`src/hdl/fcc_pkg.sv`:
```
package fcc_pkg;

    localparam int LINK_W  = 32;
    localparam int COUNT_W = 7;
    localparam int CLUS_W  = 9;

    localparam logic [LINK_W-1:0] END_MARK  = 32'h0FFF_FFFF;
    localparam logic [LINK_W-1:0] RESERVED0 = 32'h0FFF_FFF8;
    localparam logic [LINK_W-1:0] RESERVED1 = 32'h0FFF_FFFF;

    localparam logic [1:0] ACT_ALLOC = 2'd0;
    localparam logic [1:0] ACT_FREE  = 2'd1;
    localparam logic [1:0] ACT_WALK  = 2'd2;

    typedef enum logic [1:0] {
        ST_OK       = 2'd0,
        ST_NOSPACE  = 2'd1,
        ST_TOOLONG  = 2'd2,
        ST_BADINDEX = 2'd3
    } t_status;

    typedef struct packed {
        logic [CLUS_W-1:0] cluster;
        t_status           status;
        logic              last;
    } t_result;

endpackage

```
`src/hdl/fcc_out_reg.sv`:
```
module fcc_out_reg (
    input  logic             i_clk,
    input  logic             i_rst_n,
    input  logic             i_push,
    input  fcc_pkg::t_result i_res,
    output logic             o_free,
    output logic             o_valid,
    input  logic             i_ready,
    output fcc_pkg::t_result o_res
);
    import fcc_pkg::*;

    logic    r_valid;
    t_result r_res;

    assign o_free  = !r_valid || i_ready;
    assign o_valid = r_valid;
    assign o_res   = r_res;

    always_ff @(posedge i_clk) begin
        if (!i_rst_n) begin
            r_valid <= 1'b0;
        end else if (o_free) begin
            r_valid <= i_push;
        end
    end

    always_ff @(posedge i_clk) begin
        if (o_free && i_push) begin
            r_res <= i_res;
        end
    end

endmodule

```
`config.mk`:
```
export PLATFORM = sky130hd
export DESIGN_NAME = fcc_out_reg
export DESIGN_NICKNAME = d
export VERILOG_FILES = /design/src/hdl/fcc_pkg.sv /design/src/hdl/fcc_out_reg.sv
export SDC_FILE = /design/constraint.sdc
export NUM_CORES = 1
export LEC_CHECK = 0
export ABC_AREA = 1
export ABC_CLOCK_PERIOD_IN_PS = 1900
export CAP_MARGIN = 20
export CORE_AREA = 5 5 42 44
export CTS_CLUSTER_DIAMETER = 40
export DETAILED_ROUTE_END_ITERATION = 8
export DIE_AREA = 0 0 47 49
export DONT_BUFFER_PORTS = 1
export PLACE_DENSITY_LB_ADDON = 0.05
export SETUP_SLACK_MARGIN = 0.3
export SLEW_MARGIN = 10
export SYNTH_ARGS = -nofsm -noshare
export SYNTH_HDL_FRONTEND = slang
export SYNTH_SLANG_ARGS = --single-unit
```
`constraint.sdc`:
```
create_clock -name i_clk -period 1.9 [get_ports i_clk]
set_clock_uncertainty 0.05 [all_clocks]
set_input_delay 0.19 -clock i_clk [delete_from_list [all_inputs] [get_ports i_clk]]
set_output_delay 0.19 -clock i_clk [all_outputs]
set_load 0.01 [all_outputs]
```
==> summary.md <==
• finished, final reports clean — outcome
• 36 — total placed cells including tap cells
• 7 — Synth cell types
• 0.410 mV — worst-case vdd ir drop
• 0 — total global routing overflow
• 1 — number of levels in the clock H-tree
• flop to flop — critical setup path kind
• 0.109 mW — net switching power of the design
• 0.81 ns — R2R setup slack
• 44.7% — Layout Area Growth over Synthesis
• o_res[9]$_DFFE_PP_ — reg-to-reg endpoint
• 53 — final cell count without fillers
• 12 — CP max FO
• 2 — hold path cells
• yes — CTS tree
• 1.82 ns — required time at the endpoint of the critical path
• flop — element type at the critical path end
• 920 MHz — fmax
• 30 — I/O pin total
• 0.298 — proportion of power drawn by the clock network
• flop — CP Launch Type
• 35 — Synth Net Count
• 0 — count of yosys warnings during synthesis
• 0.823 ns — dpl ws
• 0.544 mW — sum of internal, switching and leakage power
• edfxtp_1 (88%), dfxtp_1 (4.9%), a21oi_2 (2.1%), inv_1 (1.8%), nand2_2 (1.5%) — top area cells in the synthesized netlist
• clkbuf_4 — Clock Root Buffer
• 228 — total number of vias
• false — RSZ-0062 raised after global routing
• 1 — buffers plus inverters on the worst setup path
• 0.219 nW — P_leak
• 21.7 µm² — average cell area after synthesis
• 4 — number of design-rule violations left by the first detailed-router iteration
• 2 — buffer depth of the longest clock path
• 0 — count of antenna diodes in the layout
• 1.09 ns — min Tclk post-route
• 0.07 ns — clock-pin slew of the registers on the worst-case setup and hold paths
• 0 — post-cts sizing count
• 0 — Async S/R FF share, synth
• 0.36 ns — Critical Path Max Stage Delay
• 2 — count of cell instances traversed by the critical path
• 49 µm — overall die height
• 12 — EDFF count, synth
• 0.294 — starting density of the core
• edfxtp_1 — most instantiated library cell after synthesis
• 0 — initial antenna violation count
• 13 — maximum number of pins on one net before global-route repair
• 0.0365 ns — WHS
• 13 — number of clock sinks
• input pin to flop — path type of the worst min-delay path
• 0.868 — Max-slew headroom
• 0.590 — global placement routability congestion
• 0.875 — top cell type's share of synthesized area
• 972 µm — first-pass GRT wire length
• 54 — final-stage net count
• 678 µm — Routed Wire Length
• edfxtp_1 (12), inv_1 (2) — leading post-synthesis cells by instance count
• 0 — count of antenna-violating nets left after detailed routing
• a21oi_1 -> buf_4 — cell-by-cell listing of the critical path
• 0.189 — ratio of cells with drive above 1 in the final layout
• edfxtp_1 — Synth area leader
• 4 — first drt pass iteration count
• 2300 µm² — overall die area
• 4.30 — vias per std cell
• 3 — cts bufs inserted
• 2 — worst reg-to-reg path cell count
• 0.639 — relative contribution of sequential cells to total power
• 0 — final routed DRC violation total
• 14 — Row Count
• 0.26 ns — insertion delay to the later sink of the worst-skew pair
• 0 ns — total negative setup slack
• o_valid$_SDFFE_PN0P_ — Hold EP
• 0.572 — share of the clock period used by the worst path
• 12.8 µm — Wirelength per Cell
• 0 — Final Hold Vio Count
• 412 µm² — netlist area before placement
• 0.924 — sequential cell area fraction in the yosys report
• 239 — via count of the first global-routing pass
• 0.198 ns — pin slew with the least headroom to its limit
• dfxtp_1 — slowest cell on the critical path
• edfxtp_1 — Most used DFF post-synth
• 19 — instance count of the mapped netlist
• 0 — count of buffers from port buffering
• 47 µm — die width
• i_push — start point of the worst min-delay path
• 0 — max-cap viol count
• 914 nW/µm² — total power density per cell area
• flip-flops — Crit path max-delay family
• 1.01 ns — crit path DAT
• 0.436 mW — design internal power
• 0.200 — net switching share of the total power
• 0 — number of setup violations in the final report
• o_valid$_SDFFE_PN0P_ — startpoint of the most critical register-to-register path
• 0.813 ns — setup slack after layout
• 0 — count of pins over their slew limit
• 13 — FF+latch count, synth
• 1400 µm² — Core Region
• 0.0621 — GRT Util Overall
• 0.064 — Comb pwr share
[layer usage]
metal  vias up  track usage  wire length (µm)
met5         -            0                 0
met4         0       0.0415                 0
met3         0       0.0406                91
met2        18       0.0973               359
met1       106       0.0552               227
li1        104            -                 -
[cell families after synthesis]
| group | Yosys count | synth area share |
|---|---|---|
| buffers and inverters | 3 | 0.0274 |
| AOI/OAI and AO/OA | 2 | 0.0334 |
| and+or+nand+nor | 1 | 0.0152 |
| DFF | 13 | 0.924 |
[worst max-delay path by stage]
stage	from	to
5_1_grt	o_valid$_SDFFE_PN0P_	o_res[3]$_DFFE_PP_
2_1_floorplan	o_valid$_SDFFE_PN0P_	o_res[0]$_DFFE_PP_
3_3_place_gp	o_valid$_SDFFE_PN0P_	o_res[2]$_DFFE_PP_
3_5_place_dp	o_valid$_SDFFE_PN0P_	o_res[4]$_DFFE_PP_
4_1_cts	o_valid$_SDFFE_PN0P_	o_res[4]$_DFFE_PP_
6_report	o_valid$_SDFFE_PN0P_	o_res[9]$_DFFE_PP_
[through the flow]
| step | cell area, µm² | utilization |
|---|---|---|
| floorplan | 412 | - |
| global placement | 439 | 0.313 |
| detailed placement | 439 | 0.313 |
| CTS | 596 | 0.425 |
| global route | 596 | 0.425 |
| finish | 596 | 0.425 |
[sequential cells by signal, indices dropped and copies added, names as in the netlist]
name and cells:
o_valid 1, o_res 12
[power by group through the flow]
stage	combinational, mW	sequential [mW]	clock (mW)
final	0.0347	0.347	0.162
after global placement	0.0135	0.355	0
after floorplan	0.00969	0.353	0
after detailed placement	0.0142	0.355	0
after global routing	0.0376	0.350	0.187
after CTS	0.0353	0.348	0.169
[cell type report]
cell class / count / area, µm²
inverter: 3 / 11.3
fill: 133 / 806
sequential: 13 / 380
tap: 16 / 20.0
multi-input combinational: 3 / 20.0
timing repair buffer: 14 / 138
clock buffer: 4 / 26.3
[layout by cell type, fill, tap and decap left out]
master and count:
a21oi_1 1, buf_4 1, inv_2 1, a21oi_2 1, dlygate4sd3_1 13, clkbuf_4 3
inv_1 2, nand2_2 1, clkbuf_1 1, edfxtp_1 12, dfxtp_1 1
[repair_timing]
item / 4_1_cts / 5_1_grt
hold endpoints to repair: 13 / 0
hold buffers: 13 / 0
setup buffers: 0 / 0
(Power assumes the default switching activity.)
